### config.mk
export PLATFORM = sky130hd
export DESIGN_NAME = rlsd_bit_serializer
export DESIGN_NICKNAME = d
export VERILOG_FILES = /design/src/design/rlsd_pkg.sv /design/src/design/rlsd_bit_serializer.sv
export SDC_FILE = /design/constraint.sdc
export NUM_CORES = 1
export LEC_CHECK = 0
export CAP_MARGIN = 20
export CORE_ASPECT_RATIO = 1.2
export CORE_UTILIZATION = 44
export CTS_CLUSTER_SIZE = 20
export DETAILED_ROUTE_END_ITERATION = 6
export DONT_BUFFER_PORTS = 1
export GPL_ROUTABILITY_DRIVEN = 1
export SLEW_MARGIN = 30
export SYNTH_ARGS = -nofsm -noshare
export SYNTH_HDL_FRONTEND = slang
export SYNTH_SLANG_ARGS = --single-unit
### constraint.sdc
create_clock -name i_clk -period 2.6 [get_ports i_clk]
set_input_delay 0.26 -clock i_clk [delete_from_list [all_inputs] [get_ports i_clk]]
set_output_delay 0.26 -clock i_clk [all_outputs]
set_load 0.01 [all_outputs]
### src/design/rlsd_pkg.sv
`timescale 1ns / 1ps
// ----------------------------------------------------------------------------
// RGB LED strip frame driver package
// Field widths, operation and register codes, and shared types.
// ----------------------------------------------------------------------------
package rlsd_pkg;

    localparam int OP_W       = 2;
    localparam int IDX_W      = 8;
    localparam int PIX_W      = 24;
    localparam int CFG_IDX_W  = 3;
    localparam int CFG_DATA_W = 16;
    localparam int CNT_REG_W  = 9;
    localparam int TICK_REG_W = 16;
    localparam int BIT_W      = 5;
    localparam logic [BIT_W-1:0] BIT_LAST = 5'd23;

    typedef enum logic [OP_W-1:0] {
        OP_TICK    = 2'd0,
        OP_WRITE   = 2'd1,
        OP_REFRESH = 2'd2,
        OP_NONE    = 2'd3
    } t_op;

    typedef enum logic [CFG_IDX_W-1:0] {
        CFG_LED_COUNT  = 3'd0,
        CFG_ONE_HIGH   = 3'd1,
        CFG_ONE_LOW    = 3'd2,
        CFG_ZERO_HIGH  = 3'd3,
        CFG_ZERO_LOW   = 3'd4
    } t_cfg_idx;

    typedef struct packed {
        logic [TICK_REG_W-1:0] one_high;
        logic [TICK_REG_W-1:0] one_low;
        logic [TICK_REG_W-1:0] zero_high;
        logic [TICK_REG_W-1:0] zero_low;
    } t_tick_cfg;

    typedef struct packed {
        logic start;
        logic tick;
    } t_ser_cmd;

    typedef struct packed {
        logic line;
        logic word_last;
    } t_ser_stat;

    function automatic logic [PIX_W-1:0] grb_of(input logic [PIX_W-1:0] color);
        return {color[15:8], color[23:16], color[7:0]};
    endfunction

endpackage

### src/design/rlsd_bit_serializer.sv
`timescale 1ns / 1ps
// ----------------------------------------------------------------------------
// RGB LED strip bit serializer
// Shifts one GRB word out MSB first, timing each high and low phase.
// ----------------------------------------------------------------------------
module rlsd_bit_serializer #(
    parameter int TW = 16
) (
    input  logic                       i_clk,
    input  logic                       i_rst_n,
    input  rlsd_pkg::t_ser_cmd         i_cmd,
    input  logic [rlsd_pkg::PIX_W-1:0] i_word,
    input  rlsd_pkg::t_tick_cfg        i_tick_cfg,
    output rlsd_pkg::t_ser_stat        o_stat
);

    logic [rlsd_pkg::PIX_W-1:0] r_shift;
    logic [rlsd_pkg::BIT_W-1:0] r_bit;
    logic                       r_high;
    logic [TW-1:0]              r_left;

    function automatic logic [TW-1:0] tick_len(input logic [rlsd_pkg::TICK_REG_W-1:0] v);
        logic [TW-1:0] t;
        t = TW'(v);
        return (t == '0) ? TW'(1) : t;
    endfunction

    always_ff @(posedge i_clk) begin
        if (!i_rst_n) begin
            r_shift <= '0;
            r_bit   <= '0;
            r_high  <= 1'b0;
            r_left  <= '0;
        end else if (i_cmd.start) begin
            r_shift <= i_word;
            r_bit   <= '0;
            r_high  <= 1'b1;
            r_left  <= tick_len(i_word[23] ? i_tick_cfg.one_high : i_tick_cfg.zero_high);
        end else if (i_cmd.tick) begin
            if (r_left > TW'(1)) begin
                r_left <= r_left - TW'(1);
            end else if (r_high) begin
                r_high <= 1'b0;
                r_left <= tick_len(r_shift[23] ? i_tick_cfg.one_low : i_tick_cfg.zero_low);
            end else if (r_bit == rlsd_pkg::BIT_LAST) begin
                r_bit   <= '0;
                r_shift <= '0;
                r_left  <= '0;
            end else begin
                r_bit   <= r_bit + rlsd_pkg::BIT_W'(1);
                r_shift <= {r_shift[22:0], 1'b0};
                r_high  <= 1'b1;
                r_left  <= tick_len(r_shift[22] ? i_tick_cfg.one_high : i_tick_cfg.zero_high);
            end
        end
    end

    assign o_stat.line      = r_high;
    assign o_stat.word_last = (r_left <= TW'(1)) && !r_high && (r_bit == rlsd_pkg::BIT_LAST);

endmodule

=== Word-level counts from Yosys, hierarchy flattened ===
Index checks and enable logic that the tools add are counted.

* $add $sub $neg: 2
* Eq/ne operators: 3
* Magnitude comparators: 2
* Bitwise gates (word level): 3
* Mux-type cells: 22
* Divide/modulo/power cells: 0
* Reduce and logical (&&, ||, !) cells: 11
* Shifts and indexed selects: 0
* Multiply operators: 0

{| class="wikitable"
|+ Operators by type and width
! operator !! number
|-
| 2-to-1 mux 16 bit || 11
|-
| 2-to-1 mux 24 bit || 5
|-
| zero test 16 bit || 3
|-
| greater-than comparator 16 x 1 -> 1 bit (second input constant) || 1
|-
| less-or-equal comparator 16 x 1 -> 1 bit (second input constant) || 1
|-
| subtractor 16 x 1 -> 16 bit (second input constant) || 1
|-
| AND reduction 3 bit || 2
|-
| adder 5 x 1 -> 5 bit (second input constant) || 1
|-
| equality test 5 bit (second input constant) || 1
|-
| 2-to-1 mux 1 bit || 5
|-
| 2-to-1 mux 5 bit || 1
|-
| inequality test 2 bit (second input constant) || 2
|-
| inverter 1 bit || 3
|-
| logical AND 1 bit || 2
|-
| AND reduction 2 bit || 1
|-
| nonzero test 2 bit || 1
|-
| OR reduction 2 bit || 1
|-
| zero test 1 bit || 1
|}

* Output and inout port bits: 2
* Memories kept: 0
* Latch bits: 0
* Word-level logic and storage cells: 47
* Flip-flop bits (word level): 46
* Memory bits (read-only): 0
* Input bits: 92
* RAM bits: 0

=== Logic depth before layout (Yosys ltp) ===
Gate-level depths: netlist (run 1).

* Word-level depth: 8
* Mapped depth: 10

=== Least setup slack after synthesis (run 1) ===
OpenSTA, ideal clock, no wires.

* Path type: reg2reg
* Start: register r_left[0]
* End: register r_bit[0] (netlist name)
* Library setup time: 0.117 ns
* Stages on the path, launching flop included: 11
* Required time: 2.483 ns
* Slack: 0.454 ns
* Data arrival time: 2.029 ns
* Cells stage by stage: dfxtp_1 -> inv_1 -> ha_1 -> clkbuf_1 -> or2_2 -> nand4b_1 -> or4_1 -> buf_2 -> buf_2 -> a21oi_1 -> nor2_1

* Cells in the longest elaborated chain, start to end: 3

{| class="wikitable"
|+ Ends and longest elaborated chain
! element !! line !! text
|-
| from (decl) || rlsd_bit_serializer.sv:20 || <nowiki>logic [TW-1:0] r_left;</nowiki>
|-
| from (signal assigned) || rlsd_bit_serializer.sv:38 || <nowiki>r_left <= tick_len(i_word[23] ? i_tick_cfg.one_high : i_tick_cfg.zero_high);</nowiki>
|-
| from (signal assigned) || rlsd_bit_serializer.sv:41 || <nowiki>r_left <= r_left - TW'(1);</nowiki>
|-
| from (signal assigned) || rlsd_bit_serializer.sv:44 || <nowiki>r_left <= tick_len(r_shift[23] ? i_tick_cfg.one_low : i_tick_cfg.zero_low);</nowiki>
|-
| greater-than comparator 16 x 1 -> 1 bit || rlsd_bit_serializer.sv:40 || <nowiki>if (r_left > TW'(1)) begin</nowiki>
|-
| inverter 1 bit (no line) || - ||
|-
| AND reduction 3 bit (no line) || - ||
|-
| to (signal assigned) || rlsd_bit_serializer.sv:50 || <nowiki>r_bit <= r_bit + rlsd_pkg::BIT_W'(1);</nowiki>
|-
| to (decl) || rlsd_bit_serializer.sv:18 || <nowiki>logic [rlsd_pkg::BIT_W-1:0] r_bit;</nowiki>
|}

No other way between the ends.
A chain may end at the register's enable or synchronous reset.

==> results.cfg, run 1 <==
[status]
status = completed

[sta]
setup_viol = 0
fin_crit_ns = 2.46
fmax_mhz = 407
skew_ns = 0.00715
fin_crit_sh = 0.946
report.final.slew_viol_count = 0
hold_viol = 0
hold_slack_ns = 0.0877
tightest_slew_ns = 0.694
relSlewSlack = 0.537

[min_path]
hold_class = input port to flop

[logic_synthesis]
ys_ff_latch = 46
synth.avg_cell_area_um2 = 7.64
yosysWarnings = 0
synth_cell_types = 59
synthCells = 453
synth_flop_cell = dfxtp_1
netlist.area_leader.share = 0.266
synth-async-reset-ratio = 0
syn_area_um2 = 3460
synth_fp_nets = 548
ys_seq_area_frac = 0.266
yosysTopAreaCell = dfxtp_1
synth_area_leaders = dfxtp_1, mux2_2, o21ai_0
synth_edf_count = 0

[clock_network]
cts_made_buffers = 5
post-cts-setup-buffers = 0
post_cts_resized = 0
clock_latency_ns = 0.31
clockBufferDepth = 2
holdBufCountCts = 0
htree_levels = 2
clock-sinks = 46
root_buffer = clkbuf_8
cts_tree = done
path_clk_slew_ns = 0.09

[global_routing]
grt_max_degree = 44
grtUsageMet3 = 0.0498
globalRoute.busiestLayer = met2
overflow = 0
met1_usage = 0.306
grt_pass1_wl_um = 17300
gr-usage-all-layers = 0.263
grt_pass1_vias = 3453
met2_usage = 0.444
antenna_found_initial = 0

[finish]
nets = 535
syn_to_final_growth_pct = 5.57
drive_above_1_share = 0.152
diodes = 0
fin_area_um2 = 3650
fin_cells = 533
final_util = 0.477

[power]
powerDensity_nw_per_um2 = 491
ir_worst_vdd_uv = 409
p_leak_nw = 1.29
power_mw = 1.80

[floorplanning]
die-area_um2 = 8230
io_pins = 94
num_rows = 35
die_y_um = 99.2
dieWidth_um = 83.0
core_area_um2 = 7660
start_util = 0.452

[worst_setup_path]
cp.arrival_ns = 2.20
critPathLaunchType = flop
worstPathMaxFanout = 7
end_kind = primary output
required_ns = 2.34
worstSetupPathType = flop to primary output

[placement]
placed_area_um2 = 3530
place_hpwl_um = 8250
io_buffers = 0
place_congestion = 0.963
dp_cells = 525

[detailed_routing]
wl_per_cell_um = 20.3
drt_pass1_iterations = 5
viasPerCell = 6.59
drtIter0Drc = 257
totalWireLength_um = 10800
drtAntennaViolNets = 0
drc = 0
vias = 3513

[run]
maxCapViolations = 0
==> path summary, 6_finish.rpt <==
check               from  slack, ns          end  cells after the start
min reg2reg  r_shift[10]       0.48  r_shift[10]                      2
max            r_left[8]       0.14    o_stat[0]                      5
min              i_rst_n       0.09   r_left[13]                      1
max reg2reg    r_left[8]       0.35       r_high                      7
==> placed cells by master (no fill, tap or decap), types with 3 or more instances in the layout <==
master and count:
nand2_1 48, dfxtp_1 46, o21ai_0 43, nor2_1 41, nand3_1 31, mux2_2 29, a31oi_1 27, mux2i_1 20
nor3_1 18, a21oi_1 16, buf_4 15, nor4_1 8, a221oi_1 7, or4_1 6, inv_1 5, clkbuf_8 5
or2_2 4, nand4_1 4, a211oi_1 4, a211o_1 4, nor4_4 3, and3_1 3, a21boi_0 3, a22oi_1 3
nand2b_1 3, nor2b_1 3, ha_1 3
==> critical path, stage by stage (launching register included) <==
cell and delay [ns]:
dfxtp_1 0.41, nor4_4 0.39, nand4b_1 0.30, or2_2 0.45, nor3_1 0.17, buf_4 0.16
==> routing by layer <==
layer | share of wire | routed length, um
met2 | 0.48 | 5170
met5 | 0 | 0
met4 | 0.058 | 624
met1 | 0.41 | 4400
met3 | 0.059 | 637
==> synthesized netlist by cell type, drive strengths merged (9+ instances only) <==
cell,n
a31oi,27
clkbuf,26
mux2i,20
mux2,29
nor4,11
dfxtp,46
nand3,31
a21oi,16
buf,9
nand2,49
o21ai,43
nor3,18
nor2,41
==> where the power goes <==
part | switching [mW] | internal (mW)
Clock | 0.273 | 0.289
Combinational | 0.227 | 0.182
Sequential | 0.0669 | 0.758
Total | 0.567 | 1.23
==> stage by stage <==
step | worst slack (ns) | setup TNS (ns)
final | 0.142 | 0
after global placement | 0.396 | 0
after global routing | -0.00320 | -0.00320
after floorplan | 0.454 | 0
after detailed placement | 0.342 | 0
after CTS | 0.0996 | 0
==> flip-flops by register name, indices dropped and copies added (netlist names) <==
register	count
r_bit	5
r_shift	24
r_high	1
r_left	16
==> final cells by class <==
| type | instances | area [um^2] |
|---|---|---|
| Fill cell | 791 | 4010 |
| Multi-Input combinational cell | 367 | 2370 |
| Sequential cell | 46 | 921 |
| Tap cell | 92 | 115 |
| Timing Repair Buffer | 15 | 113 |
| Clock buffer | 5 | 68.8 |
| Clock inverter | 3 | 43.8 |
| Inverter | 5 | 18.8 |
==> cell families (layout without fill, tap and decap cells) <==
group / after synthesis / in the layout / synth area share
adder cells (fa/ha/maj): 3 / 3 / 0.0108
multiplexers: 49 / 49 / 0.152
AO/OA/AOI/OAI: 127 / 127 / 0.237
XOR/XNOR: 4 / 4 / 0.0101
buffers and inverters: 40 / 28 / 0.0506
flip-flops: 46 / 46 / 0.266
AND/OR/NAND/NOR: 184 / 184 / 0.273
Note: power is estimated with default switching activity, not from simulation.
==> inputs of run 2 (changes only) <==
--- a/config.mk
+++ b/config.mk
@@ -8,6 +8,7 @@
 export CAP_MARGIN = 20
 export CORE_ASPECT_RATIO = 1.2
 export CORE_UTILIZATION = 44
+export CTS_BUF_LIST = sky130_fd_sc_hd__clkbuf_4
 export CTS_CLUSTER_SIZE = 20
 export DETAILED_ROUTE_END_ITERATION = 6
 export DONT_BUFFER_PORTS = 1
==> constraint.sdc (replaced) <==
create_clock -name i_clk -period 2.6 [get_ports i_clk]
set_input_delay 0.39 -clock i_clk [delete_from_list [all_inputs] [get_ports i_clk]]
set_output_delay 0.39 -clock i_clk [all_outputs]
set_load 0.01 [all_outputs]
==> results.cfg, run 2 (same netlist as run 1, synthesis figures left out) <==
[floorplanning]
die_y_um = 99.2
die-area_um2 = 8230
start_util = 0.452
io_pins = 94
core_area_um2 = 7660
dieWidth_um = 83.0
num_rows = 35

[detailed_routing]
totalWireLength_um = 10700
drtIter0Drc = 280
vias = 3509
drc = 0
drtAntennaViolNets = 0
wl_per_cell_um = 20.0
viasPerCell = 6.58
drt_pass1_iterations = 6

[clock_network]
clock-sinks = 46
holdBufCountCts = 0
clock_latency_ns = 0.38
clockBufferDepth = 2
cts_made_buffers = 5
cts_tree = done
path_clk_slew_ns = 0.15
root_buffer = clkbuf_4
htree_levels = 2

[global_routing]
grt_max_degree = 44
globalRoute.busiestLayer = met2
grt_pass1_vias = 3512
antenna_found_initial = 0
gr-usage-all-layers = 0.256
met2_usage = 0.453
overflow = 0
grt_pass1_wl_um = 17100
grtUsageMet3 = 0.0349
met1_usage = 0.305

[finish]
fin_cells = 533
fin_area_um2 = 3610
largest-register = r_shift
top_regs = r_shift x24, r_left x16, r_bit x5
drive_above_1_share = 0.156
fillers = 762
nets = 535
syn_to_final_growth_pct = 4.34
multi_input_area_um2 = 2380
regArea_um2 = 921
largest_reg_flops = 24
diodes = 0
most-common-layout-cells = nand2_1, dfxtp_1, o21ai_0, nor2_1, nand3_1
layout_commonest_cell = nand2_1

[worst_setup_path]
cp.arrival_ns = 2.11
worstPathCellList = inv_1 -> ha_1 -> or2_2 -> nand4b_1 -> or2_2 -> nor3_2 -> buf_4
worstPathMaxFanout = 6
critPathMaxStageDelay_ns = 0.48
crit_path_top_delay_cell = dfxtp_1
worstSetupPathType = flop to primary output
cp_top_family = simple AND/OR/NAND/NOR gates
required_ns = 2.21
critPathLaunchType = flop
worst-path-buf-inv = 2
end_kind = primary output
crit_path_frequent_cell = or2_2

[sta]
tightest_slew_ns = 0.717
fin_crit_sh = 0.961
fmax_mhz = 400
rsz0062_at_grt = no
skew_ns = 0.0127
hold_slack_ns = 0.137
fin_crit_ns = 2.50
report.final.slew_viol_count = 0
setup_viol = 0
relSlewSlack = 0.521
hold_viol = 0
fin_setup_tns_ns = 0

[placement]
place_hpwl_um = 7940
io_buffers = 0
place_congestion = 0.991
placed_area_um2 = 3520
dp_cells = 523

[power]
p_leak_nw = 1.27
ir_worst_vdd_uv = 232
powerDensity_nw_per_um2 = 447

[min_path]
hold_class = input port to flop

[run]
maxCapViolations = 0

[status]
status = completed
## run 2: path summary, 6_finish.rpt
path / startpoint / to / slack, ns / cells after the start
max: r_left[0] / o_stat[0] / 0.10 / 7
min: i_rst_n / r_left[13] / 0.14 / 1
max reg2reg: r_left[3] / r_left[12] / 0.36 / 6
min reg2reg: r_shift[9] / r_shift[9] / 0.48 / 2
## run 2: per-stage QoR
stage	setup slack, ns	util	total power [mW]
6_report	0.102	0.471	1.61
5_1_grt	0.0436	0.471	1.69
4_1_cts	0.0330	0.469	1.61
3_5_place_dp	0.177	0.459	1.23
3_3_place_gp	0.182	0.459	1.23
2_1_floorplan	0.384	-	1.15
## run 2: power by group
| group | total [mW] | switching [mW] | internal [mW] |
|---|---|---|---|
| combinational | 0.415 | 0.226 | 0.189 |
| clock | 0.373 | 0.262 | 0.111 |
| sequential | 0.827 | 0.0681 | 0.758 |
| total | 1.61 | 0.556 | 1.06 |
## run 2: metal layers
layer	wire length (um)	vias to the layer above
li1	-	1670
met1	4350	1638
met2	5330	176
met3	673	25
met4	333	0
met5	0	-
## run 2: cell type report
| type | count | area share |
|---|---|---|
| multi-input cells | 367 | 0.660 |
| repair buffers | 15 | 0.0312 |
| clock buffers | 5 | 0.0104 |
| inverters | 5 | 0.00520 |
| well taps | 92 | 0.0319 |
| clock inverters | 3 | 0.00624 |
| flip-flops and latches | 46 | 0.255 |
## run 2: what timing repair did
item,4_1_cts,5_1_grt
setup buffers,2,0
pin swaps,2,0
gates resized for setup,0,3
cloned,0,0
endpoints found under the setup margin,1,1
endpoints found under the hold margin,0,0
==> inputs of run 3 (changes only) <==
--- a/config.mk
+++ b/config.mk
@@ -6,7 +6,6 @@
 export NUM_CORES = 1
 export LEC_CHECK = 0
 export CAP_MARGIN = 20
-export CORE_ASPECT_RATIO = 1.2
 export CORE_UTILIZATION = 44
 export CTS_BUF_LIST = sky130_fd_sc_hd__clkbuf_4
 export CTS_CLUSTER_SIZE = 20
==> results.cfg, run 3 (same netlist as run 1, synthesis figures left out) <==
[floorplanning]
start_util = 0.467
io_pins = 94
die_y_um = 90.7
dieWidth_um = 90.7
num_rows = 31
core_area_um2 = 7410
die-area_um2 = 8220

[finish]
drive_above_1_share = 0.150
nets = 534
syn_to_final_growth_pct = 4.74
most-common-layout-cells = nand2_1, dfxtp_1, o21ai_0, nor2_1, nand3_1
multi_input_area_um2 = 2370
fillers = 744
layout_commonest_cell = nand2_1
fin_area_um2 = 3620
top_regs = r_shift x24, r_left x16, r_bit x5
regArea_um2 = 921
largest_reg_flops = 24
diodes = 0
largest-register = r_shift

[detailed_routing]
drtIter0Drc = 243
vias = 3546
wl_met1_um = 4350
viasPerCell = 6.58
met3WireLength_um = 889
drc = 0
drtAntennaViolNets = 0
drt_pass1_iterations = 6
dr_wl_met2_um = 4800
wl_per_cell_um = 19.3
top_layer_used = met4
totalWireLength_um = 10400

[global_routing]
overflow = 0
grt_pass1_vias = 3306
antenna_found_initial = 0
gr-usage-all-layers = 0.256
grt_max_degree = 44
grt_pass1_wl_um = 17000

[clock_network]
path_clk_slew_ns = 0.15
cts_tree = done
clockBufferDepth = 2
cts_made_buffers = 5
clock_latency_ns = 0.36
htree_levels = 2
root_buffer = clkbuf_4
clock-sinks = 46

[run]
maxCapViolations = 0

[placement]
io_buffers = 0
place_hpwl_um = 7700
placed_area_um2 = 3530
place_congestion = 0.905

[worst_setup_path]
required_ns = 2.21
reg2reg_from = r_left[8]
worstSetupPathType = flop to primary output
worstPathMaxFanout = 6
end_kind = primary output
r2r_slack_ns = 0.34
startpoint = r_left[3]
cp.arrival_ns = 2.12
critPathLaunchType = flop

[sta]
report.final.slew_viol_count = 0
fin_crit_sh = 0.965
skew_ns = 0.00902
hold_viol = 0
tightest_slew_ns = 0.776
rsz0062_at_grt = no
fmax_mhz = 399
setup_viol = 0
relSlewSlack = 0.482
fin_setup_tns_ns = 0
fin_crit_ns = 2.51

[min_path]
hp-start = i_rst_n
hold_class = input port to flop

[power]
p_leak_nw = 1.27
ir_worst_vdd_uv = 252
powerDensity_nw_per_um2 = 466

[status]
status = completed
## run 3: cell count changes in the layout (fill, tap and decap cells not counted)
cell        change
buf_4           -1
bufinv_16       +1
clkbuf_4        +1
clkinv_2        -1
clkinvlp_4      +1
inv_6           -2
nor3_1          +2
nor3_2          -2
## run 3: worst paths after layout
kind | endpoint | cells past startpoint
setup reg to reg | r_high | 8
setup / recovery | o_stat[0] | 5
hold reg to reg | r_shift[12] | 2
hold / removal | r_left[13] | 1
## run 3: where the power goes
part           total, mW  switching, mW  internal [mW]
Combinational      0.403          0.220          0.182
Clock              0.461          0.248          0.214
Sequential         0.825         0.0666          0.758
## run 3: cell type report
class                   instances  share of cell area
multi-input cells             367               0.655
flip-flops and latches         46               0.254
well taps                      99              0.0342
inverters                       5             0.00518
clock inverters                 2              0.0104
clock buffers                   6              0.0124
repair buffers                 14              0.0290
## run 3: critical path: stages, from the launching register on
cell and delay (ns):
dfxtp_1 0.40, nor4_4 0.44, nand2_2 0.18, or2_2 0.41, nor3_1 0.16, buf_4 0.16
## run 3: routing by layer
metal,vias up,global-route usage
met5,-,0
met4,0,0.110
met3,28,0.0463
met2,168,0.407
met1,1671,0.338
li1,1679,-
## run 3: repair_timing
item	in CTS	in global routing
endpoints found under the setup margin	1	1
hold buffers	0	0
pin swaps	1	1
hold endpoints to repair	0	0
cloned	0	0
resized for setup	1	0
buffers inserted	1	0
## run 3: metrics by stage
stage,power [mW],util,hold WS [ns],cells,worst slack [ns]
floorplan,1.15,-,0.449,453,0.384
global route,1.77,0.489,0.122,539,0.0257
detailed placement,1.22,0.476,0.463,530,0.276
global placement,1.22,0.476,0.459,530,0.266
CTS,1.69,0.489,0.120,539,0.0522
finish,1.69,0.489,0.132,539,0.0923
